File: src/sv/drs_pkg.sv
// Disk request scheduler package: field widths, register indexes, scheduling
// order codes and the structs passed between the sequencer and compare unit.
// No dependencies.
package drs_pkg;

   localparam int TRACK_W    = 16;
   localparam int DIST_W     = 16;
   localparam int TOTAL_W    = 21;
   localparam int CSR_IDX_W  = 2;
   localparam int CSR_DATA_W = 16;
   localparam int ALG_W      = 2;

   localparam logic [TOTAL_W-1:0] TOTAL_MAX = {TOTAL_W{1'b1}};

   typedef enum logic [ALG_W-1:0] {
      ALG_FCFS  = 2'd0,
      ALG_SSTF  = 2'd1,
      ALG_LOOK  = 2'd2,
      ALG_CLOOK = 2'd3
   } alg_type;

   typedef enum logic [CSR_IDX_W-1:0] {
      REG_ALGORITHM   = 2'd0,
      REG_START_TRACK = 2'd1,
      REG_DIRECTION   = 2'd2
   } reg_idx_type;

   // running best candidate of a scan
   typedef struct packed {
      logic               found;
      logic [TRACK_W-1:0] val;
      logic [DIST_W-1:0]  span;
      logic               in_a;
   } best_type;

   // verdict of the compare unit on one candidate
   typedef struct packed {
      logic              take;
      logic [DIST_W-1:0] span;
      logic              in_a;
   } pick_type;

   // settings the compare unit needs
   typedef struct packed {
      alg_type            alg;
      logic               dir;
      logic [TRACK_W-1:0] start;
      logic [TRACK_W-1:0] pos;
   } pick_ctl_type;

endpackage

File: src/sv/drs_if.sv
// Channel interfaces of the disk request scheduler: request, result and
// register write. Depends on drs_pkg.
interface drs_req_if;
   logic                         valid;
   logic                         ready;
   logic [drs_pkg::TRACK_W-1:0]  track;
   logic                         last_request;
   modport source (output valid, output track, output last_request, input ready);
   modport sink   (input valid, input track, input last_request, output ready);
endinterface

interface drs_rsp_if;
   logic                         valid;
   logic                         ready;
   logic [drs_pkg::TRACK_W-1:0]  served_track;
   logic [drs_pkg::DIST_W-1:0]   move_distance;
   logic [drs_pkg::TOTAL_W-1:0]  total_seek;
   logic                         final_result;
   logic                         overflow;
   modport source (output valid, output served_track, output move_distance,
                   output total_seek, output final_result, output overflow,
                   input ready);
   modport sink   (input valid, input served_track, input move_distance,
                   input total_seek, input final_result, input overflow,
                   output ready);
endinterface

interface drs_csr_if;
   logic                            valid;
   logic                            ready;
   logic [drs_pkg::CSR_IDX_W-1:0]   index;
   logic [drs_pkg::CSR_DATA_W-1:0]  data;
   modport source (output valid, output index, output data, input ready);
   modport sink   (input valid, input index, input data, output ready);
endinterface

File: src/sv/drs_ram.sv
// Generic single write port, single read port RAM with registered read data.
// No dependencies.
module drs_ram #(
   parameter int WIDTH = 16,
   parameter int DEPTH = 32
) (
   input  logic                                 clock,
   input  logic                                 wr_en,
   input  logic [(DEPTH > 1 ? $clog2(DEPTH) : 1)-1:0] wr_addr,
   input  logic [WIDTH-1:0]                     wr_data,
   input  logic [(DEPTH > 1 ? $clog2(DEPTH) : 1)-1:0] rd_addr,
   output logic [WIDTH-1:0]                     rd_data
);
   logic [WIDTH-1:0] mem_ff [DEPTH];
   logic [WIDTH-1:0] rd_data_ff;

   always_ff @(posedge clock) begin
      if (wr_en) begin
         mem_ff[wr_addr] <= wr_data;
      end
      rd_data_ff <= mem_ff[rd_addr];
   end

   assign rd_data = rd_data_ff;
endmodule

File: src/sv/drs_pick.sv
// Shared compare unit: decides whether one stored request beats the best
// candidate so far under the configured service order. Depends on drs_pkg.
module drs_pick (
   input  drs_pkg::pick_ctl_type           ctl,
   input  drs_pkg::best_type               best,
   input  logic [drs_pkg::TRACK_W-1:0]     cand,
   output drs_pkg::pick_type               res
);
   import drs_pkg::*;

   logic [DIST_W-1:0] span;
   logic              in_a;
   logic              asc;
   logic              take;

   always_comb begin
      span = (cand > ctl.pos) ? DIST_W'(cand - ctl.pos) : DIST_W'(ctl.pos - cand);
      // first sweep holds requests on the initial side, head position included
      in_a = ctl.dir ? (cand >= ctl.start) : (cand <= ctl.start);
      asc  = in_a ? ctl.dir : ((ctl.alg == ALG_CLOOK) ? ctl.dir : !ctl.dir);
      unique case (ctl.alg)
         ALG_FCFS: begin
            take = !best.found;
         end
         ALG_SSTF: begin
            take = !best.found || (span < best.span) ||
                   ((span == best.span) && (ctl.dir ? (cand > best.val)
                                                    : (cand < best.val)));
         end
         ALG_LOOK, ALG_CLOOK: begin
            // equal tracks: earliest arrival going up, latest going down
            take = !best.found || (in_a && !best.in_a) ||
                   ((in_a == best.in_a) && (asc ? (cand < best.val)
                                                : (cand >= best.val)));
         end
         default: begin
            take = 1'b0;
         end
      endcase
      res.take = take;
      res.span = span;
      res.in_a = in_a;
   end
endmodule

File: src/sv/disk_request_scheduler.sv
// Channel   Role     Payload
// req_port  sink     track, last_request
// rsp_port  source   served_track, move_distance, total_seek, final_result, overflow
// csr_port  sink     index, data (always ready)
//
// A request is stored when it is accepted. After the last request of a batch,
// each result comes from one scan over the request RAM's read port through
// the shared compare unit, then is held in the output register while rsp is
// stalled. No request is taken until the batch has been delivered.
// Reset is synchronous; the request RAM needs no clearing.
module disk_request_scheduler #(
   parameter int MAX_REQUESTS = 32,
   parameter int TRACK_BITS   = 16
) (
   input logic        clock,
   input logic        reset,
   drs_req_if.sink    req_port,
   drs_rsp_if.source  rsp_port,
   drs_csr_if.sink    csr_port
);
   import drs_pkg::*;

   localparam int IW = (MAX_REQUESTS > 1) ? $clog2(MAX_REQUESTS) : 1;
   localparam int CW = $clog2(MAX_REQUESTS + 1);
   localparam logic [TRACK_W-1:0] TMASK = (TRACK_BITS >= TRACK_W) ? {TRACK_W{1'b1}}
      : TRACK_W'((64'd1 << TRACK_BITS) - 64'd1);
   localparam logic [CW-1:0] CNT_MAX = CW'(MAX_REQUESTS);

   typedef enum logic [1:0] {S_LOAD, S_SCAN, S_EMIT} state_type;

   state_type             state_ff, state_in;
   alg_type               alg_ff;
   logic [TRACK_W-1:0]    start_ff;
   logic                  dir_ff;
   logic [CW-1:0]         cnt_ff, cnt_in;
   logic                  drop_ff, drop_in;
   logic [MAX_REQUESTS-1:0] marks_ff, marks_in;
   logic [TRACK_W-1:0]    pos_ff, pos_in;
   logic [TOTAL_W-1:0]    total_ff, total_in;
   logic [CW-1:0]         step_ff, step_in;
   logic [IW-1:0]         scan_ff, scan_in;
   logic                  iss_done_ff, iss_done_in;
   logic                  rd_vld_ff, rd_vld_in;
   logic [IW-1:0]         rd_idx_ff, rd_idx_in;
   best_type              best_ff, best_in;
   logic [IW-1:0]         bidx_ff, bidx_in;
   logic                  rv_ff, rv_in;
   logic [TRACK_W-1:0]    r_track_ff, r_track_in;
   logic [DIST_W-1:0]     r_dist_ff, r_dist_in;
   logic [TOTAL_W-1:0]    r_total_ff, r_total_in;
   logic                  r_final_ff, r_final_in;

   logic                  req_xfer, rsp_xfer, wr_en;
   logic [TRACK_W-1:0]    rd_data;
   logic [CW-1:0]         n_last;
   logic                  scan_last, cand;
   logic [TOTAL_W:0]      sum;
   pick_ctl_type          pctl;
   pick_type              pres;

   assign req_port.ready = (state_ff == S_LOAD);
   assign csr_port.ready = 1'b1;
   assign req_xfer = req_port.valid && req_port.ready;
   assign rsp_xfer = rv_ff && rsp_port.ready;
   assign wr_en    = req_xfer && (cnt_ff < CNT_MAX);

   drs_ram #(.WIDTH(TRACK_W), .DEPTH(MAX_REQUESTS)) u_ram (
      .clock   (clock),
      .wr_en   (wr_en),
      .wr_addr (cnt_ff[IW-1:0]),
      .wr_data (req_port.track & TMASK),
      .rd_addr (scan_ff),
      .rd_data (rd_data)
   );

   assign pctl.alg   = alg_ff;
   assign pctl.dir   = dir_ff;
   assign pctl.start = start_ff & TMASK;
   assign pctl.pos   = pos_ff;

   drs_pick u_pick (
      .ctl  (pctl),
      .best (best_ff),
      .cand (rd_data),
      .res  (pres)
   );

   always_comb begin
      state_in    = state_ff;
      cnt_in      = cnt_ff;
      drop_in     = drop_ff;
      marks_in    = marks_ff;
      pos_in      = pos_ff;
      total_in    = total_ff;
      step_in     = step_ff;
      scan_in     = scan_ff;
      iss_done_in = iss_done_ff;
      best_in     = best_ff;
      bidx_in     = bidx_ff;
      rv_in       = rv_ff;
      r_track_in  = r_track_ff;
      r_dist_in   = r_dist_ff;
      r_total_in  = r_total_ff;
      r_final_in  = r_final_ff;
      n_last      = cnt_ff - CW'(1);
      scan_last   = (CW'(scan_ff) == n_last);
      rd_vld_in   = (state_ff == S_SCAN) && !iss_done_ff;
      rd_idx_in   = scan_ff;
      cand        = rd_vld_ff && !marks_ff[rd_idx_ff];
      sum         = '0;

      unique case (state_ff)
         S_LOAD: begin
            if (req_xfer) begin
               if (cnt_ff < CNT_MAX) begin
                  cnt_in = cnt_ff + CW'(1);
               end else begin
                  drop_in = 1'b1;
               end
               if (req_port.last_request) begin
                  state_in    = S_SCAN;
                  pos_in      = start_ff & TMASK;
                  total_in    = '0;
                  step_in     = '0;
                  scan_in     = '0;
                  iss_done_in = 1'b0;
                  best_in     = '0;
               end
            end
         end
         S_SCAN: begin
            if (!iss_done_ff) begin
               if (scan_last) begin
                  iss_done_in = 1'b1;
               end else begin
                  scan_in = scan_ff + IW'(1);
               end
            end
            if (cand && pres.take) begin
               best_in.found = 1'b1;
               best_in.val   = rd_data;
               best_in.span  = pres.span;
               best_in.in_a  = pres.in_a;
               bidx_in       = rd_idx_ff;
            end
            // last read is in: serve the winner
            if (rd_vld_ff && (CW'(rd_idx_ff) == n_last)) begin
               sum        = (TOTAL_W+1)'(total_ff) + (TOTAL_W+1)'(best_in.span);
               total_in   = (sum > (TOTAL_W+1)'(TOTAL_MAX)) ? TOTAL_MAX : sum[TOTAL_W-1:0];
               marks_in[bidx_in] = 1'b1;
               pos_in     = best_in.val;
               rv_in      = 1'b1;
               r_track_in = best_in.val;
               r_dist_in  = best_in.span;
               r_total_in = total_in;
               r_final_in = (step_ff == n_last);
               step_in    = step_ff + CW'(1);
               state_in   = S_EMIT;
            end
         end
         S_EMIT: begin
            if (rsp_xfer) begin
               rv_in = 1'b0;
               if (r_final_ff) begin
                  cnt_in   = '0;
                  drop_in  = 1'b0;
                  marks_in = '0;
                  state_in = S_LOAD;
               end else begin
                  scan_in     = '0;
                  iss_done_in = 1'b0;
                  best_in     = '0;
                  state_in    = S_SCAN;
               end
            end
         end
         default: begin
            state_in = S_LOAD;
         end
      endcase
   end

   always_ff @(posedge clock) begin
      rd_idx_ff  <= rd_idx_in;
      bidx_ff    <= bidx_in;
      r_track_ff <= r_track_in;
      r_dist_ff  <= r_dist_in;
      r_total_ff <= r_total_in;
      r_final_ff <= r_final_in;
      if (reset) begin
         state_ff    <= S_LOAD;
         alg_ff      <= ALG_FCFS;
         start_ff    <= '0;
         dir_ff      <= 1'b0;
         cnt_ff      <= '0;
         drop_ff     <= 1'b0;
         marks_ff    <= '0;
         pos_ff      <= '0;
         total_ff    <= '0;
         step_ff     <= '0;
         scan_ff     <= '0;
         iss_done_ff <= 1'b0;
         rd_vld_ff   <= 1'b0;
         best_ff     <= '0;
         rv_ff       <= 1'b0;
      end else begin
         state_ff    <= state_in;
         cnt_ff      <= cnt_in;
         drop_ff     <= drop_in;
         marks_ff    <= marks_in;
         pos_ff      <= pos_in;
         total_ff    <= total_in;
         step_ff     <= step_in;
         scan_ff     <= scan_in;
         iss_done_ff <= iss_done_in;
         rd_vld_ff   <= rd_vld_in;
         best_ff     <= best_in;
         rv_ff       <= rv_in;
         if (csr_port.valid) begin
            unique case (csr_port.index)
               REG_ALGORITHM:   alg_ff   <= alg_type'(csr_port.data[ALG_W-1:0]);
               REG_START_TRACK: start_ff <= csr_port.data[TRACK_W-1:0];
               REG_DIRECTION:   dir_ff   <= csr_port.data[0];
               default: begin
               end
            endcase
         end
      end
   end

   assign rsp_port.valid         = rv_ff;
   assign rsp_port.served_track  = r_track_ff;
   assign rsp_port.move_distance = r_dist_ff;
   assign rsp_port.total_seek    = r_total_ff;
   assign rsp_port.final_result  = r_final_ff;
   assign rsp_port.overflow      = drop_ff;
endmodule

File: src/flat_wrapper.sv
// flat-port wrapper written by rule: the top's interface ports become plain ports
module disk_request_scheduler_flat import drs_pkg::*;
#(
   parameter int MAX_REQUESTS = 32,
   parameter int TRACK_BITS   = 16
)
  (clock, reset, req_port_valid, req_port_track, req_port_last_request, req_port_ready, rsp_port_valid, rsp_port_served_track, rsp_port_move_distance, rsp_port_total_seek, rsp_port_final_result, rsp_port_overflow, rsp_port_ready, csr_port_valid, csr_port_index, csr_port_data, csr_port_ready);
  drs_req_if req_port_i ();
  drs_rsp_if rsp_port_i ();
  drs_csr_if csr_port_i ();
  input logic clock;
  input logic reset;
  input wire logic [$bits(req_port_i.valid)-1:0] req_port_valid;
  input wire logic [$bits(req_port_i.track)-1:0] req_port_track;
  input wire logic [$bits(req_port_i.last_request)-1:0] req_port_last_request;
  output wire logic [$bits(req_port_i.ready)-1:0] req_port_ready;
  output wire logic [$bits(rsp_port_i.valid)-1:0] rsp_port_valid;
  output wire logic [$bits(rsp_port_i.served_track)-1:0] rsp_port_served_track;
  output wire logic [$bits(rsp_port_i.move_distance)-1:0] rsp_port_move_distance;
  output wire logic [$bits(rsp_port_i.total_seek)-1:0] rsp_port_total_seek;
  output wire logic [$bits(rsp_port_i.final_result)-1:0] rsp_port_final_result;
  output wire logic [$bits(rsp_port_i.overflow)-1:0] rsp_port_overflow;
  input wire logic [$bits(rsp_port_i.ready)-1:0] rsp_port_ready;
  input wire logic [$bits(csr_port_i.valid)-1:0] csr_port_valid;
  input wire logic [$bits(csr_port_i.index)-1:0] csr_port_index;
  input wire logic [$bits(csr_port_i.data)-1:0] csr_port_data;
  output wire logic [$bits(csr_port_i.ready)-1:0] csr_port_ready;
  assign req_port_i.valid = req_port_valid;
  assign req_port_i.track = req_port_track;
  assign req_port_i.last_request = req_port_last_request;
  assign req_port_ready = req_port_i.ready;
  assign rsp_port_valid = rsp_port_i.valid;
  assign rsp_port_served_track = rsp_port_i.served_track;
  assign rsp_port_move_distance = rsp_port_i.move_distance;
  assign rsp_port_total_seek = rsp_port_i.total_seek;
  assign rsp_port_final_result = rsp_port_i.final_result;
  assign rsp_port_overflow = rsp_port_i.overflow;
  assign rsp_port_i.ready = rsp_port_ready;
  assign csr_port_i.valid = csr_port_valid;
  assign csr_port_i.index = csr_port_index;
  assign csr_port_i.data = csr_port_data;
  assign csr_port_ready = csr_port_i.ready;
  disk_request_scheduler #(.MAX_REQUESTS(MAX_REQUESTS), .TRACK_BITS(TRACK_BITS)) u_core (.clock(clock), .reset(reset), .req_port(req_port_i), .rsp_port(rsp_port_i), .csr_port(csr_port_i));
endmodule
File: config.mk
export PLATFORM = sky130hd
export DESIGN_NAME = disk_request_scheduler_flat
export DESIGN_NICKNAME = d
export VERILOG_FILES = /design/src/sv/drs_pkg.sv /design/src/sv/drs_if.sv /design/src/sv/drs_ram.sv /design/src/sv/drs_pick.sv /design/src/sv/disk_request_scheduler.sv /design/src/flat_wrapper.sv
export SDC_FILE = /design/constraint.sdc
export NUM_CORES = 1
export LEC_CHECK = 0
export BUFFER_PORTS_ARGS = -buffer_cell sky130_fd_sc_hd__buf_2
export CAP_MARGIN = 10
export CORE_MARGIN = 2
export CORE_UTILIZATION = 62
export CTS_CLUSTER_DIAMETER = 30
export DETAILED_ROUTE_END_ITERATION = 16
export GPL_TIMING_DRIVEN = 0
export PLACE_DENSITY = 0.79
export SETUP_SLACK_MARGIN = 0.15
export SLEW_MARGIN = 30
export SYNTH_ARGS = -nofsm -noshare
export SYNTH_HDL_FRONTEND = slang
export SYNTH_SLANG_ARGS = --single-unit
File: constraint.sdc
create_clock -name clock -period 9.4 [get_ports clock]
set_clock_uncertainty 0.2 [all_clocks]
set_input_delay 0.94 -clock clock [delete_from_list [all_inputs] [get_ports clock]]
set_output_delay 0.94 -clock clock [all_outputs]
set_load 0.005 [all_outputs]
==> results.toml <==
[run_status]
status = "finished clean"

[timing]
tns_ns = 0
worst_pin_slew_ns = 0.973
hold-worst-slack_ns = 0.147
fin_crit_sh_pct = 94.0
rsz0062_at_grt = "false"
slew_headroom_pct = 35.1
finalCriticalPeriod_ns = 8.83
max_clock_freq_ghz = 0.113
setup_viol = 0
fin_ws_ns = 0.567
hold_viol_final = 0
slew_viol_final = 0

[synth]
ys_seq_elements = 737
ys_types = 74
async_flop_share_pct = 0
synth_nets = 2296
synth_edf_count = 571
yosysSeqAreaShare_pct = 63.3
syn_inst = 2146
avgSynthCellArea_um2 = 15.1
syn_area_mm2 = 0.0323
synth_warnings = 0
synth-main-ff-cell = "edfxtp_1"

[min_path]
min_path_cells = 0
hp-class = "reg -> reg"
min_to = "u_core.rd_idx_ff[2]"
worst_hold_startpoint = "u_core.rd_idx_in[2]"

[route]
drt-total-wl_um = 89500
dr.first_iter.drc_count = 2253
via_per_inst = 6.60
vias = 21100
dr.pass1.iters = 5
post-route-drc-count = 0
ant_nets = 0
wl_per_cell_um = 28.0

[clock_network]
clock_sinks = 737
cts-buffers-inserted = 132
cts_buffer_depth = 3
clk_latency_ns = 0.72
h-tree-depth = 4
root_buffer = "clkbuf_16"
cts_tree = "yes"
clk_transition_reported_paths_ns = 0.05

[global_routing]
grt_pass1_wl_um = 133000
grt_overflow = 0
grt_max_degree = 33
track_usage_pct = 34.0
first_global_vias = 21400
antenna_found_initial = 2

[worst_setup_path]
reg2reg_from = "u_core.u_ram.rd_data[9]"
reg2reg_to = "u_core.rsp_port.total_seek[20]"
arrival_ns = 9.07
critPathMaxStageDelay_ns = 0.58
crit_required_ns = 9.64
reg2reg_slack_ns = 0.57
path_class = "reg -> reg"
cp_common_cell = "nor2_1"
crit_path_max_fanout = 10
worst_path_max_delay_cell = "a2111oi_2"
r2r_cells = 33
start_kind = "flip-flop"
endpoint_kind = "flip-flop"

[floorplan]
core.rowCount = 83
core_mm2 = 0.0514
start_util_pct = 62.9
chipWidth_um = 232
dieArea_mm2 = 0.0540
die_h_um = 232
ios = 98

[placement]
gp_congestion = 0.882
hpwl_um = 56700
port_buffers = 95
pre_cts_slack_ns = 0.109

[final_layout]
finalNetCount = 2561
drive_gt1_share_pct = 25.8
fin_util_pct = 75.7
area_growth_pct = 20.4
n_antenna_cell = 0

[pwr]
peakVddDrop_uv = 307
p_leak_nw = 13.5
power.density_mw_per_mm2 = 247

[flow_run]
maxCapViolCount = 0
[timing repair]
action | 4_1_cts | 5_1_grt
setup buffers | 0 | 4
pin swaps | 0 | 2
resized for setup | 2 | 8
hold buffers | 0 | 0
setup endpoints to repair | 1 | 28
[flip-flops by register name, indices dropped and copies added, names as in the netlist, 2 cells and up]
register,count
u_core.u_ram.mem_ff,512
u_core.best_ff,34
u_core.marks_ff,32
u_core.rsp_port.total_seek,21
u_core.total_ff,21
u_core.pos_ff,16
u_core.rsp_port.move_distance,16
u_core.rsp_port.served_track,16
u_core.start_ff,16
u_core.u_ram.rd_data,16
u_core.cnt_ff,6
u_core.step_ff,6
u_core.bidx_ff,5
u_core.rd_idx_ff,5
u_core.rd_idx_in,5
u_core.alg_ff,2
u_core.state_ff,2
[critical path: cells and delay by family, from the launching register on]
kind | cells | cell delay, ns
xor+xnor | 1 | 0.33
fa+ha+maj | 4 | 1.30
buf+inv | 4 | 0.92
simple gates | 9 | 1.60
mux | 1 | 0.27
flops | 1 | 0.44
compound gates | 14 | 3.50
[cell usage after synthesis, drive strengths merged (6+ instances only)]
cell type	instances	area [um2]
nand2	111	417
buf	39	233
nand3b	15	113
mux4	170	3830
xor2	30	263
edfxtp	571	17100
and3	7	43.8
or3	6	37.5
nand2b	13	81.3
mux2	32	360
nor3	51	255
nor2	166	626
nand3	19	95.1
mux2i	25	250
a21o	23	173
o21a	25	188
clkbuf	77	289
inv	99	372
a22o	50	438
nor3b	7	52.6
xnor2	27	236
a221o	32	320
o2bb2ai	17	149
a31oi	10	62.6
ha	107	1340
o21ai	42	210
dfxtp	166	3320
a21oi	88	448
nand4	23	150
nor2b	7	43.8
a311oi	19	166
[power breakdown]
| part | total [mW] | internal, mW | switching (mW) |
|---|---|---|---|
| registers | 3.62 | 3.57 | 0.0468 |
| logic | 1.02 | 0.390 | 0.630 |
| clock network | 4.99 | 3.29 | 1.69 |
[cell type report]
class,count,area (um2)
Buffer,116,542
Clock buffer,153,3590
Clock inverter,87,1080
Fill cell,2899,12500
Inverter,99,372
Multi-Input combinational cell,1194,11100
Sequential cell,737,20500
Tap cell,680,851
Timing Repair Buffer,131,928
[per-layer routing]
| metal | GRT usage [%] | wire length (um) |
|---|---|---|
| met1 | 42.5 | 32600 |
| met2 | 56.9 | 44800 |
| met3 | 6.85 | 7790 |
| met5 | 0 | 13 |
| met4 | 17.3 | 4310 |
[stage by stage]
step	total power [mW]	instance area [um2]	cells
2_1_floorplan	4.33	32300	2146
5_1_grt	9.87	38900	3197
3_3_place_gp	4.61	33700	2921
6_report	9.62	38900	3197
3_5_place_dp	4.65	34200	2953
4_1_cts	9.61	38900	3193
[placed cells by master (no fill, tap or decap), types with 17 or more instances in the layout]
| master | netlist | final |
|---|---|---|
| a21o_1 | 23 | 23 |
| clkinv_2 | 0 | 24 |
| a221o_1 | 32 | 32 |
| a311oi_1 | 19 | 19 |
| nor2_2 | 1 | 33 |
| clkbuf_1 | 77 | 80 |
| mux2i_1 | 25 | 25 |
| dfxtp_1 | 166 | 166 |
| nand4_1 | 22 | 22 |
| mux2_2 | 32 | 32 |
| o21a_1 | 25 | 25 |
| edfxtp_1 | 571 | 571 |
| nand3_1 | 19 | 19 |
| nor2_1 | 165 | 132 |
| buf_6 | 8 | 30 |
| a22o_1 | 50 | 50 |
| ha_1 | 107 | 107 |
| bufinv_16 | 0 | 20 |
| inv_1 | 99 | 99 |
| o21ai_0 | 42 | 42 |
| nor3_1 | 51 | 51 |
| clkbuf_16 | 0 | 141 |
| xnor2_1 | 27 | 27 |
| a21oi_1 | 86 | 85 |
| nand2_1 | 111 | 111 |
| buf_2 | 15 | 110 |
| mux4_2 | 170 | 170 |
| xor2_1 | 30 | 30 |
| o2bb2ai_1 | 17 | 17 |
[worst max-delay path by stage]
stage | slack (ns) | cells past startpoint | to | start
floorplan | 1.87 | 34 | u_core.rsp_port.total_seek[20] | u_core.u_ram.rd_data[0]
global placement | 0.22 | 33 | u_core.rsp_port.total_seek[20] | u_core.u_ram.rd_data[9]
detailed placement | 0.11 | 32 | u_core.rsp_port.total_seek[20] | u_core.u_ram.rd_data[9]
CTS | 0.25 | 36 | u_core.total_ff[4] | u_core.u_ram.rd_data[11]
global route | 0.13 | 35 | u_core.rsp_port.total_seek[20] | u_core.u_ram.rd_data[12]
finish | 0.57 | 33 | u_core.rsp_port.total_seek[20] | u_core.u_ram.rd_data[9]
[cell families (layout without fill, tap and decap cells)]
logic type | Yosys count | after routing | share of synthesized area (%)
AOI/OAI and AO/OA | 354 | 354 | 7.96
xor gates and xnor gates | 57 | 57 | 1.54
adders and majority gates | 110 | 110 | 4.32
buffers and inverters | 215 | 586 | 2.76
DFF | 737 | 737 | 63.3
muxes | 227 | 227 | 13.7
other | 1 | 1 | 0.0116
and+or+nand+nor | 445 | 445 | 6.39
No activity file was read; power rests on OpenSTA's default activity.
